--- src/design/axis_running_variance_assert.svh ---
// ----------------------------------------------------------------------------
// Assertion macros
// Shared concurrent assertion forms, clocked on clk, disabled in reset.
// ----------------------------------------------------------------------------
`ifndef AXIS_RUNNING_VARIANCE_ASSERT_SVH
`define AXIS_RUNNING_VARIANCE_ASSERT_SVH

// holds on every edge
`define RV_ASSERT_ALW(lbl, prop, msg) \
  lbl: assert property (@(posedge clk) disable iff (rst) (prop)) else $error(msg);

// next-cycle implication
`define RV_ASSERT_NXT(lbl, ante, cons, msg) \
  lbl: assert property (@(posedge clk) disable iff (rst) (ante) |=> (cons)) else $error(msg);

`endif

--- src/design/rv_pkg.sv ---
// ----------------------------------------------------------------------------
// rv_pkg
// Types and constants shared by the running variance block.
// ----------------------------------------------------------------------------
package rv_pkg;

  localparam int MAX_GROUPS_DEF = 64;
  localparam int SLOT_MAX_W     = 10;
  localparam int QUEUE_DEPTH    = 2;

  localparam logic [1:0] REG_AXIS     = 2'd0;
  localparam logic [1:0] REG_NUM_ROWS = 2'd1;
  localparam logic [1:0] REG_NUM_COLS = 2'd2;

  localparam logic [47:0] VAR_MAX = 48'hFFFF_FFFF_FFFF;

  typedef struct packed {
    logic signed [31:0]      sample;
    logic [SLOT_MAX_W-1:0]   slot;
    logic                    first;
    logic [15:0]             pos;
    logic [15:0]             size;
    logic [15:0]             gidx;
    logic                    group_end;
    logic                    matrix_end;
  } entry_t;

  typedef enum logic [2:0] {
    B_IDLE,
    B_READ,
    B_DIV,
    B_MUL,
    B_VDIV,
    B_OUT
  } back_state_t;

endpackage

--- src/design/rv_queue.sv ---
// ----------------------------------------------------------------------------
// rv_queue
// Short request queue between the front and back sections.
// ----------------------------------------------------------------------------
module rv_queue
  import rv_pkg::*;
(
  input  logic   clk,
  input  logic   rst,
  input  logic   push,
  input  entry_t wr_entry,
  input  logic   pop,
  output entry_t rd_entry,
  output logic   empty,
  output logic   full
);

`include "axis_running_variance_assert.svh"

  entry_t     slots [QUEUE_DEPTH];
  logic       wr_ptr;
  logic       rd_ptr;
  logic [1:0] count;

  assign empty    = count == 2'd0;
  assign full     = count == 2'(QUEUE_DEPTH);
  assign rd_entry = slots[rd_ptr];

  always_ff @(posedge clk) begin
    if (rst) begin
      wr_ptr <= 1'b0;
      rd_ptr <= 1'b0;
      count  <= 2'd0;
    end else begin
      if (push) wr_ptr <= ~wr_ptr;
      if (pop)  rd_ptr <= ~rd_ptr;
      if (push && !pop) count <= count + 2'd1;
      else if (pop && !push) count <= count - 2'd1;
    end
  end

  always_ff @(posedge clk) begin
    if (push) slots[wr_ptr] <= wr_entry;
  end

  `RV_ASSERT_ALW(a_count_bound, count <= 2'(QUEUE_DEPTH), "queue count over depth")
  `RV_ASSERT_ALW(a_no_overflow, !(push && full && !pop), "push into full queue")
  `RV_ASSERT_NXT(a_grow, push && !pop, count == $past(count) + 2'd1, "count did not grow")
  `RV_ASSERT_NXT(a_shrink, pop && !push, count == $past(count) - 2'd1, "count did not shrink")

endmodule

--- config.mk ---
export PLATFORM = sky130hd
export DESIGN_NAME = rv_queue
export DESIGN_NICKNAME = d
export VERILOG_FILES = /design/src/design/rv_pkg.sv /design/src/design/rv_queue.sv
export VERILOG_INCLUDE_DIRS = /design/src /design/src/design
export SDC_FILE = /design/constraint.sdc
export NUM_CORES = 1
export LEC_CHECK = 0
export BUFFER_PORTS_ARGS = -buffer_cell sky130_fd_sc_hd__buf_2
export CAP_MARGIN = 20
export CORE_MARGIN = 10
export CORE_UTILIZATION = 43
export CTS_CLUSTER_SIZE = 24
export DETAILED_ROUTE_END_ITERATION = 12
export GPL_TIMING_DRIVEN = 0
export HOLD_SLACK_MARGIN = 0.06
export PLACE_DENSITY_LB_ADDON = 0.25
export SLEW_MARGIN = 20
export SYNTH_ARGS = -nofsm -noshare
export SYNTH_HDL_FRONTEND = slang
export SYNTH_SLANG_ARGS = --single-unit
export TNS_END_PERCENT = 10
--- constraint.sdc ---
create_clock -name clk -period 9.98 [get_ports clk]
set_input_delay 0.499 -clock clk [delete_from_list [all_inputs] [get_ports clk]]
set_output_delay 0.499 -clock clk [all_outputs]
set_load 0.05 [all_outputs]
==> metrics.yaml <==
status:
  outcome: "finished, final reports clean"
clocking:
  clock_latency_ps: 410
  cts_made_buffers: 17
  cts-resized-gates: 0
  cts_setup_buffers: 0
  clkSlewWorstSetupHoldPaths_ps: 60
  postCtsHoldBufs: 0
  cts.sinks: 191
  htreeDepth: 4
  cts.path.max_buffers: 2
  root_buffer: "clkbuf_16"
  cts_tree: "done"
sta:
  fin_crit_ps: 2256
  setup_viol: 0
  tns_ps: 0
  hold_slack_ps: 267.9
  relSlewSlack_pct: 61.82
  clock_skew_ps: 7.553
  tightest_slew_ps: 571.5
  rsz0062_at_grt: "false"
  slew_violations: 0
  hold_viol: 0
  min_period_over_period_pct: 22.61
  fmaxAchievable_mhz: 443.3
yosys:
  syn_area_per_cell_um2: 22.32
  synth.ff_latch_count: 191
  synth_fa_ha_area_share_pct: 0.1803
  synth_mux_area_share_pct: 15.09
  syn_nets: 409
  synth_top_family_by_area: "multiplexers"
  synthSimpleGateAreaFrac_pct: 0.6670
  synth-seq-area-share_pct: 81.92
  yosysUniqueCellTypes: 16
  yosysWarnings: 0
  synthCells: 311
  synth-xor-area-share_pct: 0.5048
  syn_area_mm2: 0.006940
  synthTopCellsByArea: "edfxtp_1 80%, mux2_2 15%, dfxtp_1 1.4%"
  yosys.area.top_type_share_pct: 80.48
  synth-compound-area-share_pct: 0.1442
  synth_largest_area_cell: "edfxtp_1"
routing:
  drt_iter0_markers: 134
  ant_nets: 0
  drt_wl_total_mm: 13.81
  drc: 0
  viasPerCell: 4.649
  vias: 3519
  dr.pass1.iters: 4
  post_drt_wl_per_cell_um: 18.24
power:
  p_leak_nw: 3.343
  vdd_drop_max_uv: 112.6
  powerDensity_mw_per_mm2: 218.6
  power_mw: 1.944
setup_path:
  critPathKind: "reg -> out"
  cp_max_fo: 10
  worst_ep_required_time_ps: 9480
  worstSetupStartpointType: "register"
  cp.arrival_ps: 1760
  regToRegStartpoint: "wr_ptr$_SDFFE_PP0P_"
  r2r_slack_ps: 8290
  endpoint_kind: "output pin"
die:
  core_mm2: 0.01583
  initial_core_util_pct: 43.85
  die_y_um: 147.0
  io_pins: 192
  die_w_um: 147.0
  num_rows: 46
  die_area_mm2: 0.02162
cells_and_area:
  area_growth_pct: 28.16
  fin_util_pct: 56.20
  mostFrequentLayoutCells: "193 x buf_2, 186 x edfxtp_1, 93 x mux2_2"
  final_nets: 625
  final_common_cell: "buf_2"
  fin_cells: 757
  drive_above_1_share_pct: 61.04
placed_design:
  port_buffers: 191
  routabilityCongestion: 0.7239
  dp_hpwl_mm: 9.983
  place_inst: 724
global_routing:
  grt_start_max_net_pins: 39
  grt_use_met3_pct: 6.880
  grt_use_total_pct: 12.76
  grtUsageMet2_pct: 20.27
  gr-total-overflow: 0
  antenna_found_initial: 3
  grt_pass1_wl_mm: 21.45
  busiest_layer: "met2"
  grt_util_met1_pct: 14.61
  grt_pass1_vias: 3929
min_path:
  min_from: "wr_entry[74]"
  min_path_type: "in -> reg"
run:
  cap_violations: 0
-- per-stage QoR --
step | setup slack [ps] | area, µm²
2_1_floorplan | 4871 | 6940
6_report | 7724 | 8895
3_5_place_dp | 8056 | 8312
4_1_cts | 7668 | 8890
3_3_place_gp | 2343 | 8167
5_1_grt | 7627 | 8890
-- cell usage after synthesis --
cell type,count
edfxtp_1,186
dfxtp_1,5
inv_1,1
mux2_2,93
buf_6,8
nor2b_1,1
buf_2,2
nor2_1,5
ha_1,1
a21oi_1,1
o21ai_0,1
or3_1,1
and2_1,1
xor2_1,2
xnor2_1,2
and2b_2,1
-- cells by family (layout without fill, tap and decap cells) --
group                      count (synthesis)  in the layout
xor gates and xnor gates                   4              4
AOI/OAI and AO/OA                          2              2
muxes                                     93             93
and+or+nand+nor                            9              9
adders and majority gates                  1              1
DFF                                      191            191
buffers and inverters                     11            239
other                                      0              2
-- where the power goes --
part	internal, mW	leakage (nW)	switching (mW)
clock	0.392	0.279	0.267
combinational	0.101	1.28	0.238
sequential	0.935	1.79	0.0113
-- worst paths after layout --
| path | to | depth (start not counted) |
|---|---|---|
| worst min-delay path | slots[0][74]$_DFFE_PP_ | 1 |
| worst max-delay path | rd_entry[66] | 4 |
| worst min register to register | register | 2 |
| worst max register to register | slots[1][76]$_DFFE_PP_ | 3 |
-- layer usage --
layer  share of wire (%)  vias up  routed length [µm]
met5                0.10        -                  14
met4                0.84        4                 116
met3                  10       13                1382
met2                  48      130                6606
met1                  41     1704                5687
li1                    -     1668                   -
-- worst max-delay path, cell delays in order (launching register included) --
cell and delay [ps]:
dfxtp_1 380, buf_6 200, buf_6 180, mux2_2 360, buf_2 220
-- cell type report --
class | count | area [µm²]
Timing Repair Buffer | 197 | 1091
Antenna cell | 2 | 5.005
Clock buffer | 20 | 436.7
Inverter | 1 | 3.754
Tap cell | 216 | 270.3
Buffer | 10 | 100.1
Clock inverter | 11 | 141.4
Sequential cell | 191 | 5685
Fill cell | 1250 | 6933
Multi-Input combinational cell | 109 | 1161
-- registers in the layout (all words and copies together), names as in the netlist, named ones only --
register	count
wr_ptr	1
count	2
rd_ptr	1
slots	186
(Power assumes the default switching activity.)
