$ cat src/design/axis_running_variance_assert.svh
// ----------------------------------------------------------------------------
// Assertion macros
// Shared concurrent assertion forms, clocked on clk, disabled in reset.
// ----------------------------------------------------------------------------
`ifndef AXIS_RUNNING_VARIANCE_ASSERT_SVH
`define AXIS_RUNNING_VARIANCE_ASSERT_SVH

// holds on every edge
`define RV_ASSERT_ALW(lbl, prop, msg) \
  lbl: assert property (@(posedge clk) disable iff (rst) (prop)) else $error(msg);

// next-cycle implication
`define RV_ASSERT_NXT(lbl, ante, cons, msg) \
  lbl: assert property (@(posedge clk) disable iff (rst) (ante) |=> (cons)) else $error(msg);

`endif

$ cat src/design/rv_pkg.sv
// ----------------------------------------------------------------------------
// rv_pkg
// Types and constants shared by the running variance block.
// ----------------------------------------------------------------------------
package rv_pkg;

  localparam int MAX_GROUPS_DEF = 64;
  localparam int SLOT_MAX_W     = 10;
  localparam int QUEUE_DEPTH    = 2;

  localparam logic [1:0] REG_AXIS     = 2'd0;
  localparam logic [1:0] REG_NUM_ROWS = 2'd1;
  localparam logic [1:0] REG_NUM_COLS = 2'd2;

  localparam logic [47:0] VAR_MAX = 48'hFFFF_FFFF_FFFF;

  typedef struct packed {
    logic signed [31:0]      sample;
    logic [SLOT_MAX_W-1:0]   slot;
    logic                    first;
    logic [15:0]             pos;
    logic [15:0]             size;
    logic [15:0]             gidx;
    logic                    group_end;
    logic                    matrix_end;
  } entry_t;

  typedef enum logic [2:0] {
    B_IDLE,
    B_READ,
    B_DIV,
    B_MUL,
    B_VDIV,
    B_OUT
  } back_state_t;

endpackage

$ cat src/design/rv_front.sv
// ----------------------------------------------------------------------------
// rv_front
// Accept samples, track row and column, classify each request for the back.
// ----------------------------------------------------------------------------
module rv_front
  import rv_pkg::*;
#(
  parameter int MAX_GROUPS = MAX_GROUPS_DEF
) (
  input  logic        clk,
  input  logic        rst,
  input  logic        restart,
  input  logic        axis,
  input  logic [15:0] num_rows,
  input  logic [6:0]  num_cols,
  input  logic        accept,
  input  logic [31:0] sample,
  output entry_t      entry
);

  localparam int COL_W  = $clog2(MAX_GROUPS + 1);
  localparam int SLOT_W = (MAX_GROUPS > 1) ? $clog2(MAX_GROUPS) : 1;

  logic [15:0]    row;
  logic [COL_W-1:0] col;
  logic [15:0]    rows;
  logic [10:0]    cols_raw;
  logic [COL_W-1:0] cols;
  logic [15:0]    r;
  logic [COL_W-1:0] c;
  logic           last_col;
  logic           last_row;

  always_comb begin
    rows     = (num_rows == 16'd0) ? 16'd1 : num_rows;
    cols_raw = (num_cols == 7'd0) ? 11'd1 : {4'd0, num_cols};
    if (cols_raw > 11'(MAX_GROUPS)) cols_raw = 11'(MAX_GROUPS);
    cols     = cols_raw[COL_W-1:0];
    r        = (row >= rows) ? 16'd0 : row;
    c        = (col >= cols) ? '0 : col;
    last_col = c == cols - COL_W'(1);
    last_row = r == rows - 16'd1;
  end

  always_comb begin
    entry            = '0;
    entry.sample     = sample;
    entry.matrix_end = last_row && last_col;
    if (axis) begin
      entry.first     = c == '0;
      entry.pos       = 16'(c) + 16'd1;
      entry.size      = 16'(cols);
      entry.gidx      = r;
      entry.group_end = last_col;
    end else begin
      entry.slot      = SLOT_MAX_W'(c[SLOT_W-1:0]);
      entry.first     = r == 16'd0;
      entry.pos       = r + 16'd1;
      entry.size      = rows;
      entry.gidx      = 16'(c);
      entry.group_end = last_row;
    end
  end

  always_ff @(posedge clk) begin
    if (rst || restart) begin
      row <= 16'd0;
      col <= '0;
    end else if (accept) begin
      if (last_col) begin
        col <= '0;
        row <= last_row ? 16'd0 : r + 16'd1;
      end else begin
        col <= c + COL_W'(1);
        row <= r;
      end
    end
  end

endmodule

$ cat config.mk
export PLATFORM = sky130hd
export DESIGN_NAME = rv_front
export DESIGN_NICKNAME = d
export VERILOG_FILES = /design/src/design/axis_running_variance_assert.svh /design/src/design/rv_pkg.sv /design/src/design/rv_front.sv
export SDC_FILE = /design/constraint.sdc
export NUM_CORES = 1
export LEC_CHECK = 0
export ABC_AREA = 1
export BUFFER_PORTS_ARGS = -buffer_cell sky130_fd_sc_hd__buf_2
export CORE_MARGIN = 5
export CORE_UTILIZATION = 48
export DETAILED_ROUTE_END_ITERATION = 10
export PLACE_DENSITY = 0.82
export SYNTH_ARGS = -nofsm -noshare
export SYNTH_HDL_FRONTEND = slang
export SYNTH_SLANG_ARGS = --single-unit
$ cat constraint.sdc
create_clock -name clk -period 3 [get_ports clk]
set_input_delay 0.3 -clock clk [delete_from_list [all_inputs] [get_ports clk]]
set_output_delay 0.3 -clock clk [all_outputs]
set_load 0.05 [all_outputs]
==> results.py <==
metrics = {
    "die": {
        "die_area_mm2": 0.0117,
        "dieWidth_um": 108,
        "rows": 35,
        "core_area_mm2": 0.00933,
        "start_util_pct": 49.8,
        "pin_count": 153,
        "die_y_um": 108,
    },
    "finish": {
        "layout_common_cells": "nand2_1 (245), buf_4 (179), inv_1 (74)",
        "seq_area_um2": 467,
        "nets": 1125,
        "multi_input_area_mm2": 0.00404,
        "layout_commonest_cell": "nand2_1",
        "syn_to_final_growth_pct": 59.1,
        "n_antenna_cell": 0,
        "final_util_pct": 79.1,
        "fillerInstances": 558,
        "drive_above_1_share_pct": 45.8,
        "final_cell_count_no_fill": 1165,
    },
    "worst_setup_path": {
        "slowest_stage": "dfxtp_1",
        "cpPeakStageDelay_ns": 0.49,
        "setup.worst_path.start_class": "flip-flop",
        "required_ns": 2.70,
        "path_delay_family": "simple AND/OR/NAND/NOR gates",
        "crit_type": "flip-flop to output port",
        "crit_fanout": 13,
        "critPathMostFrequentCell": "nand2_1",
        "worstPathCellList": "ha_1, nand2_1, inv_1, nand2_1, nand2_1, nor2_2, nand2_2, nand2_4, buf_8, nand3_4, nor2_4, nand2_1, inv_2, nand2_1, inv_2, nand3_1, a21oi_2, buf_4",
        "cp_data_arrival_time_ns": 3.09,
        "critPathBufInv": 5,
        "cp-end-kind": "output port",
    },
    "sta": {
        "maxSlewHeadroom_pct": 59.4,
        "grt_setup_unrepaired": "true",
        "max_freq_ghz": 0.295,
        "min_period_ns": 3.39,
        "fin_worst_skew_ns": 0.00612,
        "layout_setup_ws_ns": -0.394,
        "final.period_utilization_pct": 113,
        "drv_slew": 0,
        "worst_pin_slew_ns": 0.609,
        "hold_viol": 0,
        "setup_violations": 34,
    },
    "routing": {
        "wl_mm": 24.0,
        "vias": 7239,
        "wire_per_inst_um": 20.6,
        "dr.pass1.iters": 7,
        "ant_nets": 0,
        "via_per_inst": 6.21,
        "drtIter0Drc": 1387,
        "drc": 0,
    },
    "synth": {
        "ys_ff_latch": 23,
        "syn_area_mm2": 0.00464,
        "synth-xor-area-share_pct": 4.13,
        "synth-compound-area-share_pct": 9.52,
        "ys_types": 45,
        "syn_avg_cell_area_um2": 5.72,
        "synth_edf_count": 0,
        "synth_top_family_by_area": "simple AND/OR/NAND/NOR gates",
        "synthMuxAreaShare_pct": 0,
        "netlist_instances": 811,
        "synth-simple-area-share_pct": 50.8,
        "yosysWarningCount": 0,
        "synth_fa_ha_area_share_pct": 7.55,
        "synth_ff_type": "dfxtp_1",
        "ys_seq_area_share_pct": 9.92,
        "async_reset_ff_share_pct": 0,
    },
    "global_routing": {
        "grt-ovfl-total": 0,
        "grt.total_usage_pct": 32.3,
        "antenna_found_initial": 0,
        "grt_pass1_vias": 6271,
        "grt_pass1_wl_mm": 30.3,
        "gr-max-usage-layer": "met2",
        "met1_usage_pct": 38.4,
        "grt_max_degree": 36,
        "grt_use_met3_pct": 5.73,
        "gr-usage-met2_pct": 54.6,
    },
    "min_path": {
        "hold_class": "input port to flip-flop",
    },
    "pwr": {
        "total_power_mw": 1.10,
        "powerDensity_mw_per_mm2": 149,
        "peakVddDrop_mv": 0.142,
        "power.leakage_nw": 3.73,
    },
    "place": {
        "place_inst": 1112,
        "dp_hpwl_mm": 13.2,
        "gp_congestion": 1.01,
        "port_buffers": 84,
    },
    "clocking": {
        "clk_path_buf_depth": 2,
        "clkSinkCount": 23,
        "clock_latency_ns": 0.30,
        "cts_tree": "yes",
        "root_buffer": "clkbuf_8",
        "h-tree-depth": 1,
        "numCtsBuffers": 3,
        "clkTransAtPathRegs_ns": 0.10,
    },
    "outcome": {
        "violations": "negative setup slack",
        "status": "finished with violations",
    },
    "run": {
        "cap_violations": 0,
    },
}
[path summary, 6_finish.rpt]
| kind | cells after the start | end | slack, ns | from |
|---|---|---|---|---|
| worst min register to register | 2 | col[0] | 0.51 | col[0] |
| worst min-delay path | 3 | row[10] | 0.36 | accept |
| worst max-delay path | 18 | entry[47] | -0.39 | row[7] |
| worst max register to register | 22 | row[1] | -0.23 | row[7] |
[synth_stat cells (all sizes together), types with 2 or more instances]
| cell type | count | share of area, % |
|---|---|---|
| xnor2 | 4 | 0.75 |
| nand4 | 30 | 5.0 |
| o21ai | 16 | 2.0 |
| buf | 47 | 8.5 |
| nand2 | 282 | 24 |
| xor2 | 17 | 3.4 |
| clkinv | 3 | 0.24 |
| o21bai | 6 | 0.97 |
| dfxtp | 23 | 9.9 |
| inv | 101 | 8.2 |
| clkbuf | 13 | 1.1 |
| a21oi | 51 | 6.4 |
| nand3 | 67 | 10 |
| nor4 | 2 | 0.27 |
| nor2 | 109 | 10 |
| nor3 | 6 | 1.0 |
| ha | 28 | 7.5 |
[power breakdown]
| group | switching [mW] | internal, mW |
|---|---|---|
| combinational | 0.353 | 0.200 |
| clock | 0.145 | 0.0955 |
| sequential | 0.00117 | 0.306 |
[area by class of cell]
class | count | share of cell area [%]
Sequential cell | 23 | 6.32
Clock inverter | 1 | 0.102
Timing Repair inverter | 1 | 0.119
Clock buffer | 3 | 0.559
Timing Repair Buffer | 277 | 30.3
Multi-Input combinational cell | 627 | 54.8
Tap cell | 129 | 2.19
Inverter | 104 | 5.61
[flip-flops by register name (all words and copies together) (netlist names)]
signal,cells
col,7
row,16
[per-layer routing]
layer | up-vias | wire length, µm
li1 | 2990 | -
met1 | 3223 | 8040
met2 | 758 | 10500
met3 | 268 | 3200
met4 | 0 | 2240
met5 | - | 0
[through the flow]
| step | hold WS, ns | setup TNS, ns | cell area (µm²) | worst slack (ns) |
|---|---|---|---|---|
| after global placement | 0.475 | -5.03 | 6070 | -0.299 |
| after global routing | 0.345 | -10.40 | 7380 | -0.475 |
| after CTS | 0.359 | -1.19 | 6860 | -0.159 |
| final | 0.358 | -6.04 | 7380 | -0.394 |
| after detailed placement | 0.489 | -9.60 | 6070 | -0.393 |
| after floorplan | 0.458 | -0.617 | 4830 | -0.213 |
[tightest hold or removal path, delay by kind of cell]
kind                   cells  cell delay, ns
buffers and inverters      1            0.17
and+or+nand+nor            1            0.10
AOI/OAI and AO/OA          1            0.05
[logic make-up after synthesis]
logic type / Yosys count
buf+inv: 164
flops: 23
fa+ha+maj: 28
simple gates: 500
compound gates: 74
xor+xnor: 21
other cells: 1
[timing repair]
item                                    4_1_cts  5_1_grt
endpoints found under the setup margin       21       52
pin swaps                                    42       24
gates cloned                                  2        2
hold buffers                                  0        0
setup buffers                                32       15
gates resized for setup                     113       92
Note: power is estimated with default switching activity, not from simulation.
